File: config.mk
export PLATFORM = sky130hd
export DESIGN_NAME = pip_ctrl
export DESIGN_NICKNAME = d
export VERILOG_FILES = /design/src/rtl/core/pip_pkg.sv /design/src/rtl/core/pip_ctrl.sv
export VERILOG_INCLUDE_DIRS = /design/src /design/src/rtl/core
export SDC_FILE = /design/constraint.sdc
export NUM_CORES = 1
export LEC_CHECK = 0
export BUFFER_PORTS_ARGS = -buffer_cell sky130_fd_sc_hd__buf_2
export CAP_MARGIN = 20
export CELL_PAD_IN_SITES_DETAIL_PLACEMENT = 0
export CELL_PAD_IN_SITES_GLOBAL_PLACEMENT = 1
export CORE_ASPECT_RATIO = 1.75
export CORE_MARGIN = 2
export CORE_UTILIZATION = 34
export DETAILED_ROUTE_END_ITERATION = 8
export GPL_ROUTABILITY_DRIVEN = 1
export GPL_TIMING_DRIVEN = 0
export HOLD_SLACK_MARGIN = 0.05
export PLACE_DENSITY = 0.88
export SYNTH_ARGS = -nofsm -noshare
export SYNTH_HDL_FRONTEND = slang
export SYNTH_SLANG_ARGS = --single-unit
File: constraint.sdc
create_clock -name i_clk -period 1.8 [get_ports i_clk]
set_input_delay 0.54 -clock i_clk [delete_from_list [all_inputs] [get_ports i_clk]]
set_output_delay 0.54 -clock i_clk [all_outputs]
set_load 0.005 [all_outputs]
File: src/rtl/core/point_in_polygon_crossing_macros.svh
// Assertion macros shared by the point-in-polygon RTL.
// Expects i_clk and active-low i_rst_n in the scope of each use.
`ifndef POINT_IN_POLYGON_CROSSING_MACROS_SVH
`define POINT_IN_POLYGON_CROSSING_MACROS_SVH

// Same-cycle implication.
`define PIP_ASSERT_NOW(lbl, ante, cons, msg) \
    lbl: assert property (@(posedge i_clk) disable iff (!i_rst_n) (ante) |-> (cons)) \
        else $error(msg);

// Next-cycle implication.
`define PIP_ASSERT_NEXT(lbl, ante, cons, msg) \
    lbl: assert property (@(posedge i_clk) disable iff (!i_rst_n) (ante) |=> (cons)) \
        else $error(msg);

`endif

File: src/rtl/core/pip_pkg.sv
// Shared types and constants for the point-in-polygon block.
// No dependencies.
package pip_pkg;

    localparam int LAT_W   = 31;
    localparam int LON_W   = 32;
    localparam int CMD_W   = 2;
    localparam int TOTAL_W = 11;
    localparam int VTX_W   = LAT_W + LON_W;

    localparam logic [CMD_W-1:0] CMD_CLEAR  = 2'd0;
    localparam logic [CMD_W-1:0] CMD_APPEND = 2'd1;
    localparam logic [CMD_W-1:0] CMD_QUERY  = 2'd2;

    // controller -> datapath
    typedef struct packed {
        logic take;      // input transaction accepted this cycle
        logic rd_prime;  // read of the last vertex, seeds the previous-vertex reg
        logic rd_edge;   // read of vertex i, one edge per read
        logic finish;    // query done, load parity into the output reg
    } t_ctl;

    // datapath -> controller
    typedef struct packed {
        logic empty;     // no vertices held
        logic out_hold;  // output reg full and stalled
        logic busy;      // edge pipeline still holds work
    } t_sts;

endpackage

File: src/rtl/core/pip_ctrl.sv
// Controller: accepts commands and sequences the edge walk over the vertex memory.
// Depends on pip_pkg and the assertion macro header.
`include "point_in_polygon_crossing_macros.svh"

module pip_ctrl #(
    parameter int MAX_VERTICES = 1024,
    parameter int AW           = $clog2(MAX_VERTICES)
) (
    input  logic                      i_clk,
    input  logic                      i_rst_n,
    input  logic                      i_in_valid,
    input  logic [pip_pkg::CMD_W-1:0] i_cmd,
    input  pip_pkg::t_sts             i_sts,
    input  logic [AW-1:0]             i_last_addr,
    output logic                      o_in_stall,
    output pip_pkg::t_ctl             o_ctl,
    output logic [AW-1:0]             o_rd_addr
);

    import pip_pkg::*;

    typedef enum logic [3:0] {
        S_IDLE  = 4'b0001,
        S_PRIME = 4'b0010,
        S_WALK  = 4'b0100,
        S_DRAIN = 4'b1000
    } t_state;

    t_state        r_state, n_state;
    logic [AW-1:0] r_addr, n_addr;

    assign o_in_stall = (r_state != S_IDLE) || i_sts.out_hold;

    always_comb begin
        n_state   = r_state;
        n_addr    = r_addr;
        o_ctl     = '0;
        o_rd_addr = r_addr;
        case (r_state)
            S_IDLE: begin
                o_ctl.take = i_in_valid && !o_in_stall;
                if (o_ctl.take && i_cmd == CMD_QUERY && !i_sts.empty) begin
                    n_state = S_PRIME;
                end
            end
            S_PRIME: begin
                // fetch the last vertex: it closes the ring with vertex 0
                o_ctl.rd_prime = 1'b1;
                o_rd_addr      = i_last_addr;
                n_addr         = '0;
                n_state        = S_WALK;
            end
            S_WALK: begin
                o_ctl.rd_edge = 1'b1;
                if (r_addr == i_last_addr) begin
                    n_state = S_DRAIN;
                end else begin
                    n_addr = AW'(r_addr + 1'b1);
                end
            end
            S_DRAIN: begin
                if (!i_sts.busy) begin
                    o_ctl.finish = 1'b1;
                    n_state      = S_IDLE;
                end
            end
            default: begin
                n_state = S_IDLE;
            end
        endcase
    end

    always_ff @(posedge i_clk) begin
        if (!i_rst_n) begin
            r_state <= S_IDLE;
            r_addr  <= '0;
        end else begin
            r_state <= n_state;
            r_addr  <= n_addr;
        end
    end

    `PIP_ASSERT_NOW(a_walk_in_range, r_state == S_WALK, r_addr <= i_last_addr,
        "edge walk past last vertex")
    `PIP_ASSERT_NEXT(a_prime_to_walk, r_state == S_PRIME, r_state == S_WALK && r_addr == '0,
        "walk did not start at vertex 0")
    `PIP_ASSERT_NEXT(a_walk_to_drain, r_state == S_WALK && r_addr == i_last_addr,
        r_state == S_DRAIN, "walk did not end after last vertex")

endmodule

* Yosys cells after proc, flatten, opt, wreduce, memory -nomap -nowiden
Index checks and enable logic that the tools add are counted.
Widths: inputs -> output; s select.
** Operators by class
- Add/subtract/negate cells :: 1
- Equal/unequal tests :: 11
- Multiplexer cells :: 12
- Reduce and logical (&&, ||, !) cells :: 9
** Operators with widths (count)
- $mux 10 :: 2
- $pmux 10 s2 :: 1
- $pmux 4 s4 :: 1
- $mux 4 :: 3
- $add 10x1->10 const B :: 1
- $eq 10x10->1 :: 1
- $ne 2x2->1 const B :: 4
- $mux 1 :: 5
- $eq 4x1->1 const B :: 1
- $eq 4x2->1 const B :: 1
- $eq 4x3->1 const B :: 1
- $eq 4x4->1 const B :: 1
- $ne 4x1->1 const B :: 1
- $logic_and 1x1->1 :: 3
- $reduce_and 3->1 :: 1
- $eq 2x2->1 const B :: 1
- $logic_not 1->1 :: 2
- $reduce_and 2->1 :: 1
- $reduce_bool 2->1 :: 1
- $logic_or 1x1->1 :: 1
** Storage, ports and cells
- Register bits after elaboration :: 14
- Output and inout port bits :: 15
- Word-level logic and storage cells :: 35

* Depth between registers and ports, before layout
Gate-level depths: netlist of run 1.
- Depth in word-level cells :: 8
- Gate-level depth with buffers :: 7
- Depth with buffers taken out :: 6

* Worst setup path after synthesis of run 1
OpenSTA, ideal clock, no wires.
- Path kind :: register to output
- Start point :: register r_state[1]
- End point :: output port o_ctl[3] in the netlist's numbering
- Data arrival time :: 1250 ps
- Setup slack :: 10 ps
- Stages on the path, launching flop included :: 4
- Path buffers :: 0
- Cells stage by stage :: dfxtp_1 -> or4b_1 -> or2_1 -> nor2_1
** RTL lines
- start, declared :: line pip_ctrl.sv:29 : t_state r_state, n_state;
- start signal, assigned :: line pip_ctrl.sv:78 : r_state <= n_state;
- end, declared :: line pip_ctrl.sv:16 : output pip_pkg::t_ctl o_ctl,

==> results by group, run 1 <==
Outcome
  • Outcome: finished, violations left
  • Failing checks: negative setup slack

CTS
  • Hold buffer count at cts: 0
  • Clock tree sinks: 14
  • Max Root-Sink Buffers: 2
  • Root Driver: clkbuf_8
  • Worst-path clk slew: approximately 0.06 ns
  • CTS tree: done
  • TritonCTS buffer count: 3
  • Worst-Skew Late Latency: 0.25 ns
  • H-tree depth reported by CTS: 1

Synthesis
  • Syn Nets: 157
  • Post-synthesis sequential area ratio: roughly 28%
  • Gate count of the mapped netlist: 138
  • Synth warn: 0
  • Top FF cell, synth: dfxtp_1
  • Post-synth EDFFs: 0
  • Netlist cell types: 35
  • Syn_area_per_cell: about 7.3 um2
  • Mapped cell area: roughly 1000 um2
  • Synth Register Bits: 14
  • FFs w/ async S/R, synth: 0%

GRT
  • Global Route met1 Usage: 15.9%
  • Vias in the first global route: about 1000
  • Largest net degree at the start of global routing: 11
  • First-pass GRT wire length: 4170 um
  • Antenna violations before repair: 0
  • Gr ovfl total: 0
  • Total track usage: 16.2%
  • Met3 global-route usage: 0.711%
  • Most Crowded Layer GR: met2
  • Global routing usage on met2: 32.9%

Critical path
  • Reg2reg start: r_state[2]
  • Worst path slowest cell: or4b_4
  • FF-to-FF setup slack: -0.11 ns
  • R2r worst-path depth: 8
  • Crit path max fanout: 3
  • Slowest cell delay on critical path: approximately 0.54 ns
  • Critical Path AT: 1.58 ns
  • Crit end category: output pin
  • Required @ worst endpoint: between 1 and 1.5 ns
  • CP Class: reg -> out
  • Type of origin of the critical path: register
  • Reg2reg end: r_addr[5]
  • Critical Path, Cell by Cell: or4b_4 > or2_1 > nor2_1 > buf_2

Hold path
  • Hold Startpoint: r_addr[9]
  • Hold WC Path Type: reg -> reg
  • Hold endpoint: r_addr[9]
  • Hold path cells: 2

Floorplanning
  • Die width: approximately 45 um
  • Die Y-Extent: about 76 um
  • Core footprint: 2860 um2
  • Die ar.: 3410 um2
  • Initial core utilization: between 30% and 40%
  • # IOs: 33
  • Number of core rows: 26

Timing
  • Worst Max-Slew Pin Slew: 0.355 ns
  • Final hold viol count: 0
  • Setup Viol. Count Final: 20
  • Slew HR: 76.4%
  • Fin crit share: 118%
  • FMAX: ~470 MHz
  • Clock skew: 0.00125 ns
  • Slew Limit Fails: 0
  • Tmin final: 2.12 ns
  • Setup ws final: -0.317 ns
  • RSZ-0062 raised after global routing: true

Placement
  • Port bufs: 31
  • Area after DPL: between 1000 and 1500 um2
  • Pre-CTS WS: -0.285 ns
  • GPL Wtd Cong: 0.745
  • HPWL after DPL: 1970 um

Layout
  • Layout cells sized above 1: 46.0%
  • Most frequent cells in the layout: 32 x buf_2, 32 x nand2_1, 11 x buf_4
  • Synth-to-layout area growth: 53.1%
  • Post-route cell area: about 1500 um2
  • Nets: roughly 210
  • Antenna diodes: 0

Power and ir drop
  • Leak pwr: 0.691 nW
  • Power per cell area: 583 nW/um2
  • Worst vdd ir: 545 uV

Route
  • Drt first-iter violations: 34
  • DRT antenna net count: 0
  • DR pass1 iterations: 4
  • WL/cell: 13.8 um
  • Vias/cell: 5.36
  • Via count: roughly 1200
  • DR DRC count: 0
  • Routed wire length: 3000 um

Run
  • Max-cap check violation count: 0
[where the power goes]
| group | total [W] | internal (W) | switching (W) | leakage [nW] |
|---|---|---|---|---|
| registers | 0.000352 | 0.000330 | 0.0000218 | 0.115 |
| clock network | 0.000311 | 0.000194 | 0.000117 | 0.0288 |
| logic | 0.000232 | 0.000124 | 0.000109 | 0.547 |
[how the worst max path moves through the flow]
stage,start,endpoint,slack (ns),cells past startpoint
after floorplan,r_state[1],o_ctl[3],0.01,3
after global placement,i_last_addr[0],r_addr[2],-0.27,7
after CTS,r_state[1],o_ctl[3],-0.31,4
final,r_state[2],o_ctl[3],-0.32,4
after detailed placement,i_last_addr[6],r_addr[8],-0.28,7
after global routing,r_state[2],o_ctl[3],-0.38,4
[layout make-up]
type,instances,area (um2)
buffer,8,67.6
clock buffer,4,55.1
fill,267,1330
inverter,3,13.8
multi-input combinational,113,747
sequential,14,293
tap,28,35.0
timing repair buffer,47,323
[synthesized netlist by cell type, types with 2 or more instances]
cell type | number | share of area, %
nand4_1 | 7 | 4.4
o21ai_0 | 5 | 2.5
nand2_1 | 41 | 15
nor2_1 | 8 | 3.0
nand3_1 | 6 | 3.0
xnor2_1 | 8 | 7.0
mux2i_1 | 3 | 3.0
nand2b_1 | 2 | 1.2
clkbuf_1 | 2 | 0.75
a21oi_1 | 4 | 2.0
o211ai_1 | 4 | 3.0
dfxtp_1 | 14 | 28
or3_1 | 3 | 1.9
inv_2 | 3 | 1.1
xor2_1 | 2 | 1.7
or4_1 | 5 | 3.7
buf_2 | 3 | 1.5
[flip-flops by register name (all words and copies together), names as in the netlist]
name	count
r_addr	10
r_state	4
[metrics by stage]
step                total power [W]  util, %  hold slack (ns)  TNS, ns  cells
floorplan                  0.000447        -            0.477        0    138
global placement           0.000498     41.7            0.499    -3.58    197
detailed placement         0.000504     41.7            0.523    -4.05    197
CTS                        0.000851     48.8            0.531    -2.01    213
global route               0.000933     53.6            0.567    -4.55    217
finish                     0.000895     53.6            0.534    -3.29    217
[per-layer routing]
metal,share of wire (%),vias up
li1,-,583
met1,35,530
met2,57,43
met3,5.1,7
met4,2.1,0
met5,0,-
[cell families (layout without fill, tap and decap cells)]
| kind of cell | count (synthesis) | after routing | synth area share, % |
|---|---|---|---|
| AOI/OAI and AO/OA | 18 | 18 | 10.9 |
| adders and majority gates | 1 | 1 | 1.25 |
| xor gates and xnor gates | 10 | 10 | 8.74 |
| DFF | 14 | 14 | 28.0 |
| muxes | 3 | 3 | 3.00 |
| buffers and inverters | 11 | 62 | 5.62 |
| and+or+nand+nor | 81 | 81 | 42.6 |
[what timing repair did]
item                       in CTS  in global routing
pin swaps                       3                 11
setup endpoints to repair      23                 20
setup buffers                  11                  4
resized for setup              16                 30
cloned                          1                  0
[critical path, delay by kind of cell, from the launching register on]
family	cells	cell delay (ns)
and+or+nand+nor	3	0.87
DFF	1	0.35
buffers and inverters	1	0.12
Note: power is estimated with default switching activity, not from simulation.
==> run 2: changes to the inputs <==
--- a/config.mk
+++ b/config.mk
@@ -14,10 +14,9 @@
 export CORE_MARGIN = 2
 export CORE_UTILIZATION = 34
 export DETAILED_ROUTE_END_ITERATION = 8
-export GPL_ROUTABILITY_DRIVEN = 1
 export GPL_TIMING_DRIVEN = 0
 export HOLD_SLACK_MARGIN = 0.05
-export PLACE_DENSITY = 0.88
+export PLACE_DENSITY = 0.81
 export SYNTH_ARGS = -nofsm -noshare
 export SYNTH_HDL_FRONTEND = slang
 export SYNTH_SLANG_ARGS = --single-unit
==> run 2 against run 1 <==
- the flow still finishes with violations (negative setup slack)
- final cell count down 0.46%
- critical path depth unchanged
- combinational power up 5%
- core utilization down 0.61 points
- via count up 1.2%
- register-to-register slack better by 0.09 ns
- critical endpoint unchanged
- largest cell class unchanged
==> results by group, run 2 (synthesis gave the netlist of run 1 again) <==
Outcome
  • Outcome: finished, violations left
  • Failing checks: negative setup slack

Critical path
  • R2r worst-path depth: 8 (unchanged)
  • Required @ worst endpoint: 1.26 ns (about the same)
  • FF-to-FF setup slack: -0.02 ns (+0.09 ns)
  • CP Class: reg -> out
  • Crit end category: output pin
  • Reg2reg start: r_state[2]
  • Crit path max fanout: 2 (-1)
  • Crit path launch: r_state[2]
  • Reg2reg end: r_addr[6]
  • Type of origin of the critical path: register
  • Critical Path AT: 1.55 ns (-0.03 ns)

Power and ir drop
  • Worst vdd ir: 681 uV (+25%)
  • Power per cell area: 601 nW/um2 (+3.0%)
  • Leak pwr: 0.681 nW (-1.5%)
  • Pwr Total: 0.000911 W (+1.8%)

Timing
  • Slew HR: 77.0% (+0.62 points)
  • RSZ-0062 raised after global routing: true
  • Setup ws final: -0.287 ns (+0.0295 ns)
  • Worst Max-Slew Pin Slew: 0.345 ns (-0.00926 ns)
  • Final hold viol count: 0 (unchanged)
  • Clock skew: 0.00100 ns (-0.000244 ns)
  • Tmin final: 2.09 ns (-0.0295 ns)
  • Setup Viol. Count Final: 16 (-20%)
  • Slew Limit Fails: 0 (unchanged)
  • Fin crit share: 116% (-1.6 points)
  • FMAX: 479 MHz (+1.4%)

Hold path
  • Hold Startpoint: r_addr[9]
  • Hold endpoint: r_addr[9]
  • Hold path cells: 2 (unchanged)
  • Hold WC Path Type: reg -> reg

Floorplanning
  • # IOs: 33 (unchanged)
  • Initial core utilization: 35.0% (unchanged)
  • Die width: 45.0 um (unchanged)
  • Die ar.: 3410 um2 (unchanged)
  • Number of core rows: 26 (unchanged)
  • Core footprint: 2860 um2 (unchanged)
  • Die Y-Extent: 75.8 um (unchanged)

Route
  • Drt first-iter violations: 32 (-5.9%)
  • DR pass1 iterations: 4 (unchanged)
  • DRT antenna net count: 0 (unchanged)
  • Vias/cell: 5.45 (+1.7%)
  • WL/cell: 13.6 um (-1.6%)
  • Via count: 1177 (+1.2%)
  • DR DRC count: 0 (unchanged)
  • Routed wire length: 2940 um (-2.1%)

Placement
  • Port bufs: 31 (unchanged)
  • Area after DPL: 1190 um2 (unchanged)
  • HPWL after DPL: 2010 um (+2.2%)
  • GPL Wtd Cong: 0.709 (-4.8%)

CTS
  • Worst-Skew Late Latency: 0.24 ns (about the same)
  • Hold buffer count at cts: 0 (unchanged)
  • Max Root-Sink Buffers: 2 (unchanged)
  • Root Driver: clkbuf_8
  • H-tree depth reported by CTS: 1 (unchanged)
  • Clock tree sinks: 14 (unchanged)
  • Worst-path clk slew: 0.06 ns (about the same)
  • TritonCTS buffer count: 3 (unchanged)
  • CTS tree: done

GRT
  • Met3 global-route usage: 1.42% (+0.71 points)
  • Total track usage: 18.0% (+1.7 points)
  • First-pass GRT wire length: 4670 um (+12%)
  • Antenna violations before repair: 0 (unchanged)
  • Gr ovfl total: 0 (unchanged)
  • Global routing usage on met2: 37.0% (+4.1 points)
  • Largest net degree at the start of global routing: 11 (unchanged)
  • Most Crowded Layer GR: met2
  • Global Route met1 Usage: 17.9% (+2.0 points)
  • Vias in the first global route: 1072 (+4.8%)

Run
  • Max-cap check violation count: 0 (unchanged)

Layout
  • Antenna diodes: 0 (unchanged)
  • Nets: 208 (-0.48%)
  • Top reg by flops: r_addr
  • Commonest non-fill, non-tap cell in the layout: nand2_1
  • Layout cells sized above 1: 45.2% (-0.82 points)
  • Synth-to-layout area growth: 51.3%
  • Most frequent cells in the layout: 32 x nand2_1, 31 x buf_2, 13 x buf_4
  • Largest regs: r_addr: 10 flops, r_state: 4 flops
  • Max reg flops: 10 (unchanged)
  • Post-route cell area: 1520 um2 (-1.1%)
-- run 2: repair_timing --
| item | in CTS | in global routing |
|---|---|---|
| setup endpoints to repair | 23 | 17 |
| gates cloned | 1 | 0 |
| gates resized for setup | 17 | 27 |
| buffers inserted | 11 | 3 |
| pin swaps | 3 | 6 |
-- run 2: worst max path at each step --
| stage | to | slack, ns | depth (start not counted) |
|---|---|---|---|
| floorplan | o_ctl[3] | 0.01 | 3 |
| global placement | r_addr[2] | -0.27 | 7 |
| detailed placement | r_addr[8] | -0.32 | 7 |
| CTS | o_ctl[3] | -0.29 | 4 |
| global route | o_ctl[3] | -0.33 | 4 |
| finish | o_ctl[3] | -0.29 | 4 |
-- run 2: routing by layer --
| metal | vias up | wire length, um |
|---|---|---|
| li1 | 583 | - |
| met1 | 541 | 1030 |
| met2 | 47 | 1690 |
| met3 | 6 | 169 |
| met4 | 0 | 44 |
| met5 | - | 0 |
-- run 2: critical path, stage by stage (launching register included) --
cell and delay, ns:
dfxtp_4 0.34, or4b_4 0.53, or2_1 0.23, nor2_1 0.08, buf_2 0.11
-- run 2: report_power, final --
part           internal (W)  switching [W]  leakage [nW]
registers          0.000330      0.0000281         0.115
clock network      0.000194       0.000115        0.0288
logic              0.000137       0.000107         0.537
-- run 2: layout make-up --
type	count	area (um2)
Sequential cell	14	293
Buffer	8	70.1
Inverter	3	13.8
Timing Repair Buffer	46	304
Clock buffer	4	55.1
Multi-Input combinational cell	113	746
Fill cell	288	1350
Tap cell	28	35.0
-- run 2: stage by stage --
stage | utilization [%] | hold slack (ns) | setup slack (ns) | cells | TNS (ns)
floorplan | - | 0.477 | 0.0105 | 138 | 0
finish | 53.0 | 0.531 | -0.287 | 216 | -3.09
global placement | 41.7 | 0.490 | -0.267 | 197 | -3.83
detailed placement | 41.7 | 0.507 | -0.318 | 197 | -4.62
CTS | 49.0 | 0.516 | -0.293 | 213 | -1.67
global route | 53.0 | 0.551 | -0.327 | 216 | -4.15
==> run 3: changes to the inputs <==
--- a/config.mk
+++ b/config.mk
@@ -6,17 +6,18 @@
 export SDC_FILE = /design/constraint.sdc
 export NUM_CORES = 1
 export LEC_CHECK = 0
+export ABC_AREA = 1
 export BUFFER_PORTS_ARGS = -buffer_cell sky130_fd_sc_hd__buf_2
 export CAP_MARGIN = 20
 export CELL_PAD_IN_SITES_DETAIL_PLACEMENT = 0
 export CELL_PAD_IN_SITES_GLOBAL_PLACEMENT = 1
 export CORE_ASPECT_RATIO = 1.75
 export CORE_MARGIN = 2
-export CORE_UTILIZATION = 34
+export CORE_UTILIZATION = 36
 export DETAILED_ROUTE_END_ITERATION = 8
 export GPL_TIMING_DRIVEN = 0
 export HOLD_SLACK_MARGIN = 0.05
-export PLACE_DENSITY = 0.81
+export PLACE_DENSITY = 0.84
 export SYNTH_ARGS = -nofsm -noshare
 export SYNTH_HDL_FRONTEND = slang
 export SYNTH_SLANG_ARGS = --single-unit
==> run 3 against run 2 <==
- the flow still finishes with violations (negative setup slack)
- synthesized cell count up 45%
- final area up 17%
- die area up 17%
- first-iteration DRC count down 16%
- hold slack worse by 0.019 ns
- clock skew up 0.0053 ns
- area after synthesis up 25%
- non-clock buffer count down 3
- sequential cell count unchanged
- register-to-register slack better by 0.18 ns
- final cell count up 36%
- clock power down 2%
- highest routed layer unchanged
==> results by group, run 3 <==
Outcome
  • Outcome: finished, violations left
  • Failing checks: negative setup slack

Route
  • Routed wire length: 3600 um (+23%)
  • Vias/cell: 4.81 (-12%)
  • Drt first-iter violations: 27 (-16%)
  • WL/cell: 12.3 um (-9.6%)
  • DRT antenna net count: 0 (unchanged)
  • DR pass1 iterations: 4 (unchanged)
  • Via count: 1408 (+20%)
  • DR DRC count: 0 (unchanged)

CTS
  • TritonCTS buffer count: 3 (unchanged)
  • Worst-path clk slew: 0.06 ns (about the same)
  • Max Root-Sink Buffers: 2 (unchanged)
  • CTS tree: done
  • Hold buffer count at cts: 0 (unchanged)
  • Root Driver: clkbuf_8
  • Worst-Skew Late Latency: 0.24 ns (about the same)
  • H-tree depth reported by CTS: 1 (unchanged)
  • Clock tree sinks: 14 (unchanged)

Layout
  • Top reg by flops: r_addr
  • Synth-to-layout area growth: 41.5%
  • Max reg flops: 10 (unchanged)
  • Final non-filler cell total: 293 (+36%)
  • Layout cells sized above 1: 42.3% (-2.9 points)
  • Fillers: 375 (+30%)
  • Final core utilization: 52.9% (-0.11 points)
  • Nets: 268 (+29%)
  • Commonest non-fill, non-tap cell in the layout: nand2_1
  • Post-route cell area: 1780 um2 (+17%)
  • Most frequent cells in the layout: 48 x nand2_1, 32 x buf_2, 23 x inv_1
  • Antenna diodes: 0 (unchanged)
  • Largest regs: r_addr: 10 flops, r_state: 4 flops

Synthesis
  • Most used standard cell by instance count after synthesis: nand2_1
  • Synth Register Bits: 14 (unchanged)
  • Yosys top cell by area: dfxtp_1
  • Mapped cell area: 1260 um2 (+25%)
  • List of most frequent post-synthesis cells: 61 x nand2_1, 26 x inv_1, 21 x nor2_1, 14 x dfxtp_1, 12 x o21ai_0
  • Post-synthesis sequential area ratio: 22.3% (-5.7 points)
  • Netlist cell types: 26 (-26%)
  • Syn_area_per_cell: 6.28 um2 (-14%)
  • Post-synth EDFFs: 0 (unchanged)
  • Largest cells by area after synthesis: dfxtp_1 22%, nand2_1 18%, nand3_2 8.0%, inv_1 7.8%, nor2_1 6.3%
  • Syn Nets: 219 (+39%)
  • Synth top area share: 22.3% (-5.7 points)
  • Gate count of the mapped netlist: 200 (+45%)
  • FFs w/ async S/R, synth: 0% (unchanged)
  • Top FF cell, synth: dfxtp_1
  • Synth warn: 0 (unchanged)

Power and ir drop
  • Seq pwr share: 44.9% (+5.6 points)
  • Clock power frac: 43.9% (+10 points)
  • Comb pwr share: 11.1% (-16 points)
  • Power per cell area: 388 nW/um2 (-35%)
  • Cell-internal power: 0.000534 W (-19%)
  • Leak pwr: 0.786 nW (+15%)
  • Switch Pwr: 0.000155 W (-38%)
  • Worst vdd ir: 409 uV (-40%)
  • Sw Share: 22.6% (-4.9 points)

Placement
  • Area after DPL: 1470 um2 (+24%)
  • HPWL after DPL: 2590 um (+29%)
  • GPL Wtd Cong: 0.813 (+15%)
  • Placed Cells incl. Taps: 277 (+41%)
  • Port bufs: 32 (+3.2%)
  • Pre-CTS WS: -0.249 ns (+0.0687 ns)

Hold path
  • Hold endpoint: r_state[0]
  • Hold Startpoint: i_rst_n
  • Hold path cells: 2 (unchanged)
  • Hold WC Path Type: in -> reg

Timing
  • Clock skew: 0.00627 ns (+0.00526 ns)
  • Setup Viol. Count Final: 12 (-4)
  • Tmin final: 1.98 ns (-0.112 ns)
  • Slew HR: 56.5% (-20 points)
  • Setup TNS: -1.76 ns (+1.33 ns)
  • Slew Limit Fails: 0 (unchanged)
  • Setup ws final: -0.176 ns (+0.112 ns)
  • Final hold viol count: 0 (unchanged)
  • Fin crit share: 110% (-6.2 points)
  • RSZ-0062 raised after global routing: true
  • Worst Max-Slew Pin Slew: 0.652 ns (+0.307 ns)
  • FMAX: 506 MHz (+5.7%)

Floorplanning
  • # IOs: 33 (unchanged)
  • Core footprint: 3360 um2 (+17%)
  • Initial core utilization: 37.4% (+2.3 points)
  • Number of core rows: 28 (+7.7%)
  • Die ar.: 4000 um2 (+17%)
  • Die Y-Extent: 82.1 um (+8.3%)
  • Die width: 48.7 um (+8.0%)

GRT
  • Antenna violations before repair: 0 (unchanged)
  • First-pass GRT wire length: 6030 um (+29%)
  • Vias in the first global route: 1405 (+31%)
  • Total track usage: 19.3% (+1.3 points)
  • Largest net degree at the start of global routing: 11 (unchanged)
  • Gr ovfl total: 0 (unchanged)

Critical path
  • Reg2reg end: r_addr[8]
  • Crit path max fanout: 5 (+3)
  • FF-to-FF setup slack: 0.16 ns (+0.18 ns)
  • Required @ worst endpoint: 1.26 ns (about the same)
  • Type of origin of the critical path: register
  • R2r worst-path depth: 7 (-1)
  • Crit end category: output pin
  • Reg2reg start: r_addr[1]
  • CP Class: reg -> out
  • Critical Path AT: 1.44 ns (-0.11 ns)

Run
  • Max-cap check violation count: 0 (unchanged)
[run 3: cell types whose count changed after synthesis, moves of 5 or more]
| cell | previous run | this run |
|---|---|---|
| o21ai_0 | 5 | 12 |
| nand3_2 | 0 | 10 |
| nor2_1 | 8 | 21 |
| a21oi_2 | 0 | 8 |
| or4_1 | 5 | 0 |
| nand2_1 | 41 | 61 |
| inv_1 | 0 | 26 |
[run 3: how the worst max path moves through the flow]
stage,startpoint,endpoint,slack [ns],cells after the start
2_1_floorplan,r_state[2],o_rd_addr[5],0.17,7
3_3_place_gp,r_state[2],o_rd_addr[6],-0.24,7
3_5_place_dp,r_state[2],o_rd_addr[6],-0.25,7
4_1_cts,r_state[3],o_rd_addr[8],-0.20,8
5_1_grt,r_state[0],o_in_stall,-0.27,4
6_report,r_state[2],o_rd_addr[9],-0.18,8
[run 3: power groups by stage]
stage                     Clock, W  Combinational, W  Sequential (W)
final                     0.000303         0.0000767        0.000310
after floorplan                  0         0.0000386        0.000318
after global routing      0.000331         0.0000878        0.000310
after global placement           0         0.0000737        0.000319
after detailed placement         0         0.0000734        0.000319
after CTS                 0.000313         0.0000756        0.000311
[run 3: final cells by class]
type	instances	area [um2]	share of cell area (%)
flip-flops and latches	14	289	16.3
inverters	27	106	5.98
clock buffers	4	55.1	3.10
repair buffers	43	267	15.0
plain buffers	8	92.6	5.21
multi-input cells	152	912	51.3
well taps	45	56.3	3.17
[run 3: logic make-up after synthesis]
kind of cell / after synthesis / synth area share [%]
fa+ha+maj: 1 / 0.996
buf+inv: 35 / 12.8
flops: 14 / 22.3
compound gates: 26 / 12.7
simple gates: 115 / 44.2
xor+xnor: 9 / 6.87
[run 3: critical path, cell delays in order (launching register included)]
cell     delay [ns]
dfxtp_4        0.36
nor2_4         0.12
inv_2          0.06
nor3_4         0.12
buf_6          0.17
buf_8          0.13
nand2_2        0.04
o21ai_1        0.07
buf_2          0.13
[run 3: layer usage]
metal	track usage [%]	vias to the layer above	share of wire, %
met5	0	-	0
met4	11.4	0	3.7
li1	-	724	-
met2	35.9	38	54
met1	20.9	631	39
met3	2.34	15	3.4
[run 3: per-stage QoR]
stage	total power (W)	hold slack, ns
final	0.000689	0.511
after global routing	0.000728	0.533
after global placement	0.000392	0.518
after detailed placement	0.000392	0.530
after floorplan	0.000357	0.482
after CTS	0.000700	0.505
[run 3: repair_timing]
item	CTS	global route
setup buffers	12	0
hold endpoints to repair	0	0
resized for setup	41	18
gates cloned	2	1
pin swaps	5	4
setup endpoints to repair	13	22
